===== src/rtl/core/rptc_pkg.sv =====
// ============================================================================
// rptc_pkg - shared types and helpers for the RGB to palette code unit
// Stage payload structs, mode constants and the divider step function.
// ============================================================================
package rptc_pkg;

    // Configuration
    localparam logic [1:0] MODE_8BIT  = 2'd0;
    localparam logic [1:0] MODE_RESET = 2'd3;

    // Hue offset: (q - 49 + 128) keeps only 6 bits, so 79 mod 64
    localparam logic [5:0] HUE_OFFSET = 6'd15;

    // Saturation rounding term and clamp
    localparam logic [16:0] SAT_ROUND = 17'd1024;
    localparam logic [3:0]  SAT_MAX   = 4'd15;

    // Input item
    typedef struct packed {
        logic [7:0] blue;
        logic [7:0] green;
        logic [7:0] red;
    } t_pix;

    // After luma
    typedef struct packed {
        logic [7:0] luma;
        logic [7:0] red;
        logic [7:0] blue;
    } t_s1;

    // After chroma
    typedef struct packed {
        logic        [7:0]  luma;
        logic signed [16:0] u;
        logic signed [16:0] v;
    } t_s2;

    // After fold and saturation; also carried through the divider
    typedef struct packed {
        logic [7:0] luma;
        logic [3:0] sat;
        logic [7:0] x;     // folded larger component
        logic [7:0] rem;   // running remainder (starts as the smaller one)
        logic [5:0] quo;   // quotient bits so far
        logic       nx;
        logic       ny;
        logic       sw;
        logic       zero;  // zero chroma vector
    } t_div;

    // One restoring division step
    typedef struct packed {
        logic       q;
        logic [8:0] rem;
    } t_dstep;

    function automatic t_dstep rptc_div_step(logic [8:0] rem, logic [7:0] den);
        t_dstep res;
        res.q   = (rem >= {1'b0, den});
        res.rem = res.q ? (rem - {1'b0, den}) : rem;
        return res;
    endfunction

endpackage


===== src/rtl/core/rptc_luma_chroma.sv =====
// ============================================================================
// rptc_luma_chroma - luma and chroma stages
// Stage 1 forms luma by constant weights, stage 2 the scaled chroma pair.
// ============================================================================
module rptc_luma_chroma (
    input  logic              i_clk,
    input  logic              i_rst_n,
    input  logic              i_valid,
    output logic              o_ready,
    input  rptc_pkg::t_pix    i_pix,
    output logic              o_valid,
    input  logic              i_ready,
    output rptc_pkg::t_s2     o_data
);

    logic          r_v1;
    logic          r_v2;
    rptc_pkg::t_s1 r_s1;
    rptc_pkg::t_s1 n_s1;
    rptc_pkg::t_s2 r_s2;
    rptc_pkg::t_s2 n_s2;
    logic          w_rdy1;
    logic          w_rdy2;
    logic [15:0]   w_wsum;
    logic signed [8:0] w_db;
    logic signed [8:0] w_dr;

    assign w_rdy2  = !r_v2 || i_ready;
    assign w_rdy1  = !r_v1 || w_rdy2;
    assign o_ready = w_rdy1;
    assign o_valid = r_v2;
    assign o_data  = r_s2;

    // Luma: weighted sum, top byte
    always_comb begin
        w_wsum = 16'd77 * 16'(i_pix.red) + 16'd29 * 16'(i_pix.blue)
               + 16'd150 * 16'(i_pix.green);
        n_s1.luma = w_wsum[15:8];
        n_s1.red  = i_pix.red;
        n_s1.blue = i_pix.blue;
    end

    // Chroma: scaled differences from luma
    always_comb begin
        w_db = $signed({1'b0, r_s1.blue}) - $signed({1'b0, r_s1.luma});
        w_dr = $signed({1'b0, r_s1.red})  - $signed({1'b0, r_s1.luma});
        n_s2.luma = r_s1.luma;
        n_s2.u    = 17'(w_db) * 17'sd126;
        n_s2.v    = 17'(w_dr) * 17'sd224;
    end

    // Stage registers
    always_ff @(posedge i_clk) begin
        if (!i_rst_n) begin
            r_v1 <= 1'b0;
            r_v2 <= 1'b0;
        end else begin
            if (w_rdy1) r_v1 <= i_valid;
            if (w_rdy2) r_v2 <= r_v1;
        end
    end

    always_ff @(posedge i_clk) begin
        if (w_rdy1 && i_valid) r_s1 <= n_s1;
        if (w_rdy2 && r_v1)    r_s2 <= n_s2;
    end

endmodule


===== src/rtl/core/rptc_fold_sat.sv =====
// ============================================================================
// rptc_fold_sat - octant fold and saturation
// Folds the shifted chroma pair into the first octant and forms the
// clamped saturation from the chroma magnitudes.
// ============================================================================
module rptc_fold_sat (
    input  logic              i_clk,
    input  logic              i_rst_n,
    input  logic              i_valid,
    output logic              o_ready,
    input  rptc_pkg::t_s2     i_data,
    output logic              o_valid,
    input  logic              i_ready,
    output rptc_pkg::t_div    o_data
);

    logic              r_v;
    rptc_pkg::t_div    r_d;
    rptc_pkg::t_div    n_d;
    logic              w_rdy;
    logic signed [8:0] w_y;
    logic signed [8:0] w_x;
    logic [7:0]        w_ay;
    logic [7:0]        w_ax;
    logic [15:0]       w_au;
    logic [15:0]       w_av;
    logic [15:0]       w_max;
    logic [15:0]       w_min;
    logic [17:0]       w_min3;
    logic [16:0]       w_ssum;
    logic [5:0]        w_sat;
    logic [3:0]        w_sat_c;

    assign w_rdy   = !r_v || i_ready;
    assign o_ready = w_rdy;
    assign o_valid = r_v;
    assign o_data  = r_d;

    // Floor shift by 8, fold to first octant
    always_comb begin
        w_y  = i_data.v[16:8];
        w_x  = i_data.u[16:8];
        w_ay = w_y[8] ? 8'(-w_y) : w_y[7:0];
        w_ax = w_x[8] ? 8'(-w_x) : w_x[7:0];
        n_d.ny   = w_y[8];
        n_d.nx   = w_x[8];
        n_d.sw   = (w_ay > w_ax);
        n_d.x    = n_d.sw ? w_ay : w_ax;
        n_d.rem  = n_d.sw ? w_ax : w_ay;
        n_d.zero = (n_d.x == 8'd0);
        n_d.quo  = 6'd0;
        n_d.luma = i_data.luma;
        n_d.sat  = w_sat_c;
    end

    // Saturation: max + 3*min/8 + 1024, >> 11, clamp
    always_comb begin
        w_au   = i_data.u[16] ? 16'(-i_data.u) : i_data.u[15:0];
        w_av   = i_data.v[16] ? 16'(-i_data.v) : i_data.v[15:0];
        w_max  = (w_au > w_av) ? w_au : w_av;
        w_min  = (w_au > w_av) ? w_av : w_au;
        w_min3 = {1'b0, w_min, 1'b0} + {2'b00, w_min};
        w_ssum = {1'b0, w_max} + {2'b00, w_min3[17:3]} + rptc_pkg::SAT_ROUND;
        w_sat  = w_ssum[16:11];
        w_sat_c = (w_sat > 6'(rptc_pkg::SAT_MAX)) ? rptc_pkg::SAT_MAX : w_sat[3:0];
    end

    always_ff @(posedge i_clk) begin
        if (!i_rst_n) begin
            r_v <= 1'b0;
        end else if (w_rdy) begin
            r_v <= i_valid;
        end
    end

    always_ff @(posedge i_clk) begin
        if (w_rdy && i_valid) r_d <= n_d;
    end

endmodule


===== src/rtl/core/rptc_divider.sv =====
// ============================================================================
// rptc_divider - octant ratio divider
// Restoring division (y*32)/x, six quotient bits over two stages of three.
// ============================================================================
module rptc_divider (
    input  logic              i_clk,
    input  logic              i_rst_n,
    input  logic              i_valid,
    output logic              o_ready,
    input  rptc_pkg::t_div    i_data,
    output logic              o_valid,
    input  logic              i_ready,
    output rptc_pkg::t_div    o_data
);

    logic               r_va;
    logic               r_vb;
    rptc_pkg::t_div     r_a;
    rptc_pkg::t_div     n_a;
    rptc_pkg::t_div     r_b;
    rptc_pkg::t_div     n_b;
    logic               w_rdya;
    logic               w_rdyb;
    rptc_pkg::t_dstep   w_a0, w_a1, w_a2;
    rptc_pkg::t_dstep   w_b0, w_b1, w_b2;

    assign w_rdyb  = !r_vb || i_ready;
    assign w_rdya  = !r_va || w_rdyb;
    assign o_ready = w_rdya;
    assign o_valid = r_vb;
    assign o_data  = r_b;

    // Quotient bits 5..3 (first step compares without shift)
    always_comb begin
        w_a0 = rptc_pkg::rptc_div_step({1'b0, i_data.rem}, i_data.x);
        w_a1 = rptc_pkg::rptc_div_step({w_a0.rem[7:0], 1'b0}, i_data.x);
        w_a2 = rptc_pkg::rptc_div_step({w_a1.rem[7:0], 1'b0}, i_data.x);
        n_a      = i_data;
        n_a.rem  = w_a2.rem[7:0];
        n_a.quo  = {w_a0.q, w_a1.q, w_a2.q, 3'b000};
    end

    // Quotient bits 2..0
    always_comb begin
        w_b0 = rptc_pkg::rptc_div_step({r_a.rem, 1'b0}, r_a.x);
        w_b1 = rptc_pkg::rptc_div_step({w_b0.rem[7:0], 1'b0}, r_a.x);
        w_b2 = rptc_pkg::rptc_div_step({w_b1.rem[7:0], 1'b0}, r_a.x);
        n_b      = r_a;
        n_b.rem  = w_b2.rem[7:0];
        n_b.quo  = {r_a.quo[5:3], w_b0.q, w_b1.q, w_b2.q};
    end

    always_ff @(posedge i_clk) begin
        if (!i_rst_n) begin
            r_va <= 1'b0;
            r_vb <= 1'b0;
        end else begin
            if (w_rdya) r_va <= i_valid;
            if (w_rdyb) r_vb <= r_va;
        end
    end

    always_ff @(posedge i_clk) begin
        if (w_rdya && i_valid) r_a <= n_a;
        if (w_rdyb && r_va)    r_b <= n_b;
    end

endmodule


===== src/rtl/core/rptc_encode.sv =====
// ============================================================================
// rptc_encode - hue unfold and code packing
// Unfolds the octant angle to hue and packs the palette code; this is the
// output register of the unit.
// ============================================================================
module rptc_encode (
    input  logic              i_clk,
    input  logic              i_rst_n,
    input  logic [1:0]        i_mode,
    input  logic              i_valid,
    output logic              o_ready,
    input  rptc_pkg::t_div    i_data,
    output logic              o_valid,
    input  logic              i_ready,
    output logic [15:0]       o_code
);

    logic        r_v;
    logic [15:0] r_code;
    logic [15:0] n_code;
    logic        w_rdy;
    logic [6:0]  w_a1;
    logic [7:0]  w_a2;
    logic [8:0]  w_a3;
    logic [5:0]  w_hue;
    logic [3:0]  w_h;
    logic [3:0]  w_sat;
    logic [7:0]  w_luma;

    assign w_rdy   = !r_v || i_ready;
    assign o_ready = w_rdy;
    assign o_valid = r_v;
    assign o_code  = r_code;

    // Unfold: swap, negative x, negative y; zero vector gives angle 0
    always_comb begin
        w_a1  = i_data.sw ? (7'd64 - 7'(i_data.quo)) : 7'(i_data.quo);
        w_a2  = i_data.nx ? (8'd128 - 8'(w_a1)) : 8'(w_a1);
        w_a3  = i_data.ny ? (9'd0 - 9'(w_a2)) : 9'(w_a2);
        if (i_data.zero) w_a3 = 9'd0;
        // floor(a/4) low bits, plus offset
        w_hue = w_a3[7:2] + rptc_pkg::HUE_OFFSET;
        w_h   = w_hue[5:2];
    end

    // Code packing
    always_comb begin
        w_sat  = i_data.sat;
        w_luma = i_data.luma;
        if (i_mode != rptc_pkg::MODE_8BIT) begin
            if (w_sat == 4'd0) begin
                n_code = {9'd0, w_luma[7:1]};
            end else if (w_sat < 4'd4) begin
                n_code = {w_sat, w_hue[5:1], w_luma[7:1]};
            end else begin
                n_code = {w_sat, w_hue, w_luma[7:2]};
            end
        end else begin
            if (w_sat > 4'd8) begin
                n_code = {8'd0, 2'b11, w_luma[7:6], w_h};
            end else if (w_sat > 4'd4) begin
                n_code = {8'd0, 2'b10, w_luma[7:6], w_h};
            end else if (w_sat > 4'd0) begin
                if (w_luma < 8'd32) n_code = {8'd0, 4'b0001, w_h};
                else                n_code = {8'd0, 1'b0, w_luma[7:5], w_h};
            end else begin
                n_code = {12'd0, w_luma[7:4]};
            end
        end
    end

    always_ff @(posedge i_clk) begin
        if (!i_rst_n) begin
            r_v <= 1'b0;
        end else if (w_rdy) begin
            r_v <= i_valid;
        end
    end

    always_ff @(posedge i_clk) begin
        if (w_rdy && i_valid) r_code <= n_code;
    end

endmodule


===== src/rtl/core/rgb_to_palette_code_unit.sv =====
// ============================================================================
// rgb_to_palette_code_unit - RGB pixel to palette code converter
// Six-stage pipeline: luma, chroma, fold/saturation, two divider stages,
// encode/output register.
// ============================================================================
//  Channel   Dir  Signals                          Content
//  s_axis    in   i_s_axis_tvalid/o_s_axis_tready  tdata: red, green, blue
//  m_axis    out  o_m_axis_tvalid/i_m_axis_tready  tdata: pixel_code
//  cfg       in   i_cfg_we, i_cfg_wdata            mode register
//
//  One item per cycle sustained while the output keeps tready high.
//  Each stage holds its own valid bit; a stall at the output fills bubbles
//  upstream before input ready drops, with ready chained back stage by stage.
//  Synchronous active-low reset clears all valid bits and sets mode to 3.
//  Mode is read at the encode stage; write it only while the unit is empty.
// ============================================================================
module rgb_to_palette_code_unit (
    input  logic        i_clk,
    input  logic        i_rst_n,
    input  logic        i_s_axis_tvalid,
    output logic        o_s_axis_tready,
    input  logic [23:0] i_s_axis_tdata,   // [7:0] red, [15:8] green, [23:16] blue
    output logic        o_m_axis_tvalid,
    input  logic        i_m_axis_tready,
    output logic [15:0] o_m_axis_tdata,   // [15:0] pixel_code
    input  logic        i_cfg_we,
    input  logic [1:0]  i_cfg_wdata
);

    logic           r_mode;
    logic [1:0]     r_mode_q;
    logic           w_v2, w_r2;
    logic           w_v3, w_r3;
    logic           w_v4, w_r4;
    rptc_pkg::t_s2  w_s2;
    rptc_pkg::t_div w_s3;
    rptc_pkg::t_div w_s4;

    // Mode register
    always_ff @(posedge i_clk) begin
        if (!i_rst_n) begin
            r_mode_q <= rptc_pkg::MODE_RESET;
            r_mode   <= 1'b0;
        end else if (i_cfg_we) begin
            r_mode_q <= i_cfg_wdata;
            r_mode   <= 1'b1;
        end
    end

    rptc_luma_chroma u_luma_chroma (
        .i_clk   (i_clk),
        .i_rst_n (i_rst_n),
        .i_valid (i_s_axis_tvalid),
        .o_ready (o_s_axis_tready),
        .i_pix   (rptc_pkg::t_pix'(i_s_axis_tdata)),
        .o_valid (w_v2),
        .i_ready (w_r2),
        .o_data  (w_s2)
    );

    rptc_fold_sat u_fold_sat (
        .i_clk   (i_clk),
        .i_rst_n (i_rst_n),
        .i_valid (w_v2),
        .o_ready (w_r2),
        .i_data  (w_s2),
        .o_valid (w_v3),
        .i_ready (w_r3),
        .o_data  (w_s3)
    );

    rptc_divider u_divider (
        .i_clk   (i_clk),
        .i_rst_n (i_rst_n),
        .i_valid (w_v3),
        .o_ready (w_r3),
        .i_data  (w_s3),
        .o_valid (w_v4),
        .i_ready (w_r4),
        .o_data  (w_s4)
    );

    rptc_encode u_encode (
        .i_clk   (i_clk),
        .i_rst_n (i_rst_n),
        .i_mode  (r_mode_q),
        .i_valid (w_v4),
        .o_ready (w_r4),
        .i_data  (w_s4),
        .o_valid (o_m_axis_tvalid),
        .i_ready (i_m_axis_tready),
        .o_code  (o_m_axis_tdata)
    );

    // Reset loads the default mode
    a_mode_reset: assert property (@(posedge i_clk)
        !i_rst_n |=> (r_mode_q == rptc_pkg::MODE_RESET && !r_mode))
        else $error("mode not at reset value after reset");

    // A write lands in the mode register
    a_mode_write: assert property (@(posedge i_clk) disable iff (!i_rst_n)
        i_cfg_we |=> (r_mode && r_mode_q == $past(i_cfg_wdata)))
        else $error("mode write lost");

    // An empty output stage never blocks the input
    a_ready_chain: assert property (@(posedge i_clk) disable iff (!i_rst_n)
        !o_m_axis_tvalid |-> o_s_axis_tready)
        else $error("input stalled with empty output");

    // Without a held output item the pipeline can always advance
    a_no_stall: assert property (@(posedge i_clk) disable iff (!i_rst_n)
        i_m_axis_tready |-> (w_r2 && w_r3 && w_r4 && o_s_axis_tready))
        else $error("pipeline stalled with output ready");

endmodule


===== config.mk =====
export PLATFORM = sky130hd
export DESIGN_NAME = rgb_to_palette_code_unit
export DESIGN_NICKNAME = d
export VERILOG_FILES = /design/src/rtl/core/rptc_pkg.sv /design/src/rtl/core/rptc_luma_chroma.sv /design/src/rtl/core/rptc_fold_sat.sv /design/src/rtl/core/rptc_divider.sv /design/src/rtl/core/rptc_encode.sv /design/src/rtl/core/rgb_to_palette_code_unit.sv
export SDC_FILE = /design/constraint.sdc
export NUM_CORES = 1
export LEC_CHECK = 0
export BUFFER_PORTS_ARGS = -buffer_cell sky130_fd_sc_hd__buf_2
export CAP_MARGIN = 5
export CORE_ASPECT_RATIO = 0.7
export CORE_MARGIN = 5
export CORE_UTILIZATION = 50
export DETAILED_ROUTE_END_ITERATION = 16
export GPL_ROUTABILITY_DRIVEN = 1
export PLACE_DENSITY = 0.69
export SLEW_MARGIN = 20
export SYNTH_ARGS = -nofsm -noshare
export SYNTH_HDL_FRONTEND = slang
export SYNTH_SLANG_ARGS = --single-unit

===== constraint.sdc =====
create_clock -name i_clk -period 7.5 [get_ports i_clk]
set_input_delay 0.75 -clock i_clk [delete_from_list [all_inputs] [get_ports i_clk]]
set_output_delay 0.75 -clock i_clk [all_outputs]
set_load 0.01 [all_outputs]

# Word level (Yosys, flattened, before mapping)
# Index checks and enable logic that the tools add are counted.
[totals]
out_inout_bits = 18
wordCells = 123
register_bits = 173
inputBits = 31
[classes]
order_cmp = 14
mux = 24
n_reduce_logical = 21
n_mul = 5
n_addsub = 20
[op_table]
columns = ["operator", "count"]
rows = [
  ["$mux 16", 7],
  ["$mux 8", 13],
  ["$ge 9x8->1", 5],
  ["$sub 8x8->8", 5],
  ["$neg 16->16", 2],
  ["$mul 7x8->15 const A", 2],
  ["$mux 7", 4],
  ["$add 17x16->18", 1],
  ["$sub 8x8->9", 2],
  ["$add 16x15->17", 1],
  ["$add 17x11->17 const B", 1],
  ["$add 15x13->16", 1],
  ["$add 16x16->16", 1],
  ["$gt 16x16->1", 1],
  ["$mul 9x7->16 const B", 1],
  ["$neg 8->8", 2],
  ["$mul 5x8->13 const A", 1],
  ["$mul 9x4->12 const B", 1],
  ["$ge 8x8->1", 1],
  ["$gt 8x8->1", 1],
  ["$logic_not 8->1", 1],
  ["$lt 8x6->1 const B", 1],
  ["$sub 1x8->8 const A", 1],
  ["$sub 8x7->8 const A", 1],
  ["12 further kinds", 27],
]

# Depth between registers and ports, before layout
[depth]
ltp_word = 13
depth_mapped = 33
ltp_nobuf = 31

# Cells and area by module
# Synthesis repeated with hierarchy kept, for this count alone.
[unflattened]
hier_cells = 1893
area_unflattened_um2 = 19098.3
[modules_own_cells]
columns = ["mod", "cells_each", "n_inst", "area_each_um2", "seq_area_each_um2"]
rows = [
  ["rptc_luma_chroma", 766, 1, 8032.7, 1841.8],
  ["rptc_divider", 412, 1, 4844.6, 2232.1],
  ["rptc_fold_sat", 531, 1, 4470.5, 980.9],
  ["rptc_encode", 178, 1, 1682.9, 500.5],
  ["rgb_to_palette_code_unit", 6, 1, 67.6, 40.0],
]

# Worst setup path after synthesis
# No wires, ideal clock.
[synth_path]
path_kind = "register to register"
start = "reg u_fold_sat.r_d (netlist bit u_fold_sat.o_data[10])"
end = "reg u_divider.r_a[13] (netlist bit) (data pin)"
setup_slack_ps = 500
path_buffers = 3
setup_ps = 260
stages_incl_launch_ff = 32
synth_period_minus_slack_ps = 7000
t_arrival_ps = 6741
required_time_ps = 7240
cell_sequence = "edfxtp_1 > inv_1 > ha_1 > inv_1 > fa_1 > a21o_1 > a21oi_1 > o21bai_1 > a21oi_1 > a21oi_1 > clkbuf_1 > a21oi_1 > ha_1 > nor2b_1 > o21ai_0 > a21oi_1 > o21ai_0 > nand2b_1 > a31o_2 > a221oi_1 > clkbuf_1 > mux2_2 > ha_1 > a21o_1 > a21o_1 > a21o_1 > a31o_2 > o21a_1 > a211oi_2 > and2_1 > buf_2 > mux2_2"
[synth_lines]
columns = ["item", "line", "text"]
rows = [
  ["start: declaration", "rptc_fold_sat.sv:18", "rptc_pkg::t_div r_d;"],
  ["start signal: assignment", "rptc_fold_sat.sv:77", "if (w_rdy && i_valid) r_d <= n_d;"],
  ["end signal: assignment", "rptc_divider.sv:64", "if (w_rdya && i_valid) r_a <= n_a;"],
  ["end: declaration", "rptc_divider.sv:18", "rptc_pkg::t_div r_a;"],
]

==> flow_metrics.py <==
metrics = {
    "run_status": {
        "outcome": "completed",
    },
    "timing": {
        "setup-tns-final_ps": 0,
        "fin_worst_skew_ps": 17.2,
        "max_freq_mhz": 143,
        "slew_headroom_pct": 30.0,
        "worst_pin_slew_ps": 1050,
        "fin_crit_ps": 7000,
        "rsz0062_at_grt": "false",
        "period_share_pct": 93.3,
        "finalSetupViolCount": 0,
        "hold_viol_final": 0,
        "finalMaxSlewViolations": 0,
    },
    "drt": {
        "dr.pass1.iters": 5,
        "vias": 11700,
        "post_drt_wl_per_cell_um": 15.3,
        "drtAntennaViolNets": 0,
        "avgViaCountPerCell": 5.38,
        "initialDrtViolationCount": 700,
        "drt_wl_total_um": 33200,
        "drc": 0,
    },
    "setup_path": {
        "path_class": "reg2reg",
        "setup.worst_path.end_class": "flop",
        "cp_slowest_cell": "edfxtp_1",
        "worstPathMaxFanout": 11,
        "max_stage_delay_ps": 440,
        "worstReg2RegStart": "u_divider.n_b[19]$_DFFE_PP_",
        "reg2regPathDepth": 30,
        "worstPathRequired_ps": 7640,
        "r2r_end": "u_divider.o_data[4]$_DFFE_PP_",
        "cp.arrival_ps": 7130,
        "critPathLaunchType": "flop",
        "cp_common_cell": "a21o_1",
        "reg2reg_slack_ps": 500,
    },
    "final_layout": {
        "final_core_util_pct": 54.6,
        "diodes": 0,
        "nets": 2102,
        "ff_latch_area_sq_mm": 0.00499,
        "multi_input_area_sq_mm": 0.0107,
        "fillCellCount": 2909,
        "area_growth_pct": 8.48,
        "layout-drive-gt1-share_pct": 8.65,
        "final_area_sq_mm": 0.0182,
    },
    "synthesis": {
        "yosysTopAreaCell": "edfxtp_1",
        "syn_nets": 2043,
        "yosysSeqAreaShare_pct": 29.8,
        "synthCells": 1663,
        "yosysMostFrequentCell": "inv_1",
        "synth_edf_count": 161,
        "avgSynthCellArea_sq_um": 10.1,
        "synth_seq_cells": 169,
        "synthesis.area_sq_mm": 0.0168,
        "synthTopCellsByCount": "inv_1, ha_1, edfxtp_1",
        "synth_ff_type": "edfxtp_1",
        "async_flop_share_pct": 0,
        "yosysWarnings": 0,
        "synthTopCellsByArea": "edfxtp_1, ha_1, fa_1",
        "synth_top_area_share_pct": 28.8,
        "yosys.cell_types.count": 76,
    },
    "min_path": {
        "worstHoldStart": "u_luma_chroma.o_data[36]$_DFFE_PP_",
        "worstHoldPathType": "reg2reg",
        "min_path_cells": 0,
        "whs_endpoint": "u_fold_sat.o_data[32]$_DFFE_PP_",
    },
    "floorplan": {
        "die_x_um": 229,
        "die_area_sq_mm": 0.0374,
        "die_h_um": 163,
        "core_area_sq_mm": 0.0333,
        "ioPinCount": 49,
        "rows": 56,
        "start_util_pct": 50.4,
    },
    "clock_network": {
        "clkTransAtPathRegs_ps": 70,
        "cts_buffer_depth": 2,
        "tritoncts": "built",
        "cts.htree.levels": 4,
        "numClockSinks": 169,
        "hold_buffers": 0,
        "root_buffer": "clkbuf_16",
        "cts-buffers-inserted": 17,
        "clkLatencyLatePin_ps": 440,
    },
    "grt": {
        "grt_max_degree": 36,
        "grt_pass1_wl_um": 55900,
        "globalRouteTotalUtil_pct": 18.2,
        "grt_pass1_vias": 11400,
        "grt_overflow": 0,
        "grt_antenna_before_repair": 1,
    },
    "placed_design": {
        "place_congestion": 0.933,
        "post-dp-hpwl_um": 27500,
        "io_buffer_count": 48,
        "place_area_sq_mm": 0.0176,
    },
    "job": {
        "maxCapViolCount": 0,
    },
}
==> critical path, delay by kind of cell (launching register included) <==
family / cells / cell delay, ps
adder cells (fa/ha/maj): 3 / 880
multiplexers: 1 / 380
flip-flops: 1 / 440
buffers and inverters: 2 / 380
AO/OA/AOI/OAI: 20 / 3930
AND/OR/NAND/NOR: 4 / 660
==> per-layer routing <==
metal,track usage (%),share of wire [%]
met2,28.6,44
met5,0,0.021
met1,26.7,51
met4,3.22,0.69
met3,3.65,4.9
==> area by class of cell <==
type | instances | share of cell area [%]
Inverter | 276 | 5.70
Clock inverter | 15 | 0.764
Multi-Input combinational cell | 1194 | 58.8
Timing Repair Buffer | 64 | 1.98
Clock buffer | 17 | 2.34
Tap cell | 435 | 2.99
Sequential cell | 169 | 27.5
==> stage by stage <==
stage	instances	hold slack (ps)	worst slack, ps
floorplan	1663	400	500
CTS	2168	417	308
global placement	2136	403	565
global route	2170	418	9.52
finish	2170	416	504
detailed placement	2136	405	378
==> layout by cell type, fill, tap and decap left out, types with 10 or more instances in the layout <==
cell and n:
o21a_1 22, edfxtp_1 161, nor2b_1 27, clkbuf_16 17, inv_1 274, mux2i_1 45
xnor2_1 90, a31oi_1 10, a21oi_1 75, o31ai_1 13, nand2b_1 15, nand2_1 70
mux2_2 18, buf_2 48, buf_4 16, nor3_1 26, nand3_1 28, fa_1 96
xor2_1 46, a21o_1 28, o21ai_0 72, and2_1 11, nor2_1 101, a21boi_0 12
o21bai_1 15, ha_1 253
==> cell families (layout without fill, tap and decap cells) <==
logic type | after synthesis | count (layout) | share of synthesized area [%]
fa+ha+maj | 349 | 349 | 30.3
mux | 63 | 63 | 3.90
xor+xnor | 137 | 137 | 7.20
compound gates | 309 | 309 | 12.0
simple gates | 336 | 336 | 9.90
flops | 169 | 169 | 29.8
buf+inv | 300 | 372 | 6.82
==> how the worst max path moves through the flow <==
stage / startpoint / to / cells after the start
after floorplan: u_fold_sat.o_data[10]$_DFFE_PP_ / u_divider.r_a[13]$_DFFE_PP_ / 31
after global placement: u_fold_sat.o_data[18]$_DFFE_PP_ / u_divider.r_a[15]$_DFFE_PP_ / 29
after detailed placement: u_fold_sat.o_data[18]$_DFFE_PP_ / u_divider.r_a[16]$_DFFE_PP_ / 29
after CTS: u_fold_sat.o_data[18]$_DFFE_PP_ / u_divider.r_a[16]$_DFFE_PP_ / 29
after global routing: u_divider.n_b[19]$_DFFE_PP_ / u_divider.o_data[4]$_DFFE_PP_ / 32
final: u_divider.n_b[19]$_DFFE_PP_ / u_divider.o_data[4]$_DFFE_PP_ / 30
==> timing repair <==
item / CTS / global route
resized for setup: 0 / 6
buffers inserted: 0 / 2
endpoints found under the setup margin: 0 / 13
==> registers in the layout (all words and copies together) (netlist names), 2 cells and up <==
name and cells:
u_fold_sat.o_data 31, u_luma_chroma.n_s2 8, u_encode.o_code 16, r_mode_q 2, u_divider.n_b 26, u_luma_chroma.r_s1 16, u_divider.r_a 8, u_divider.o_data 21
u_luma_chroma.o_data 35
Power is left out: the tool's default activity adds up to more than one toggle a clock period on the data nets, which glitch-free logic cannot reach.
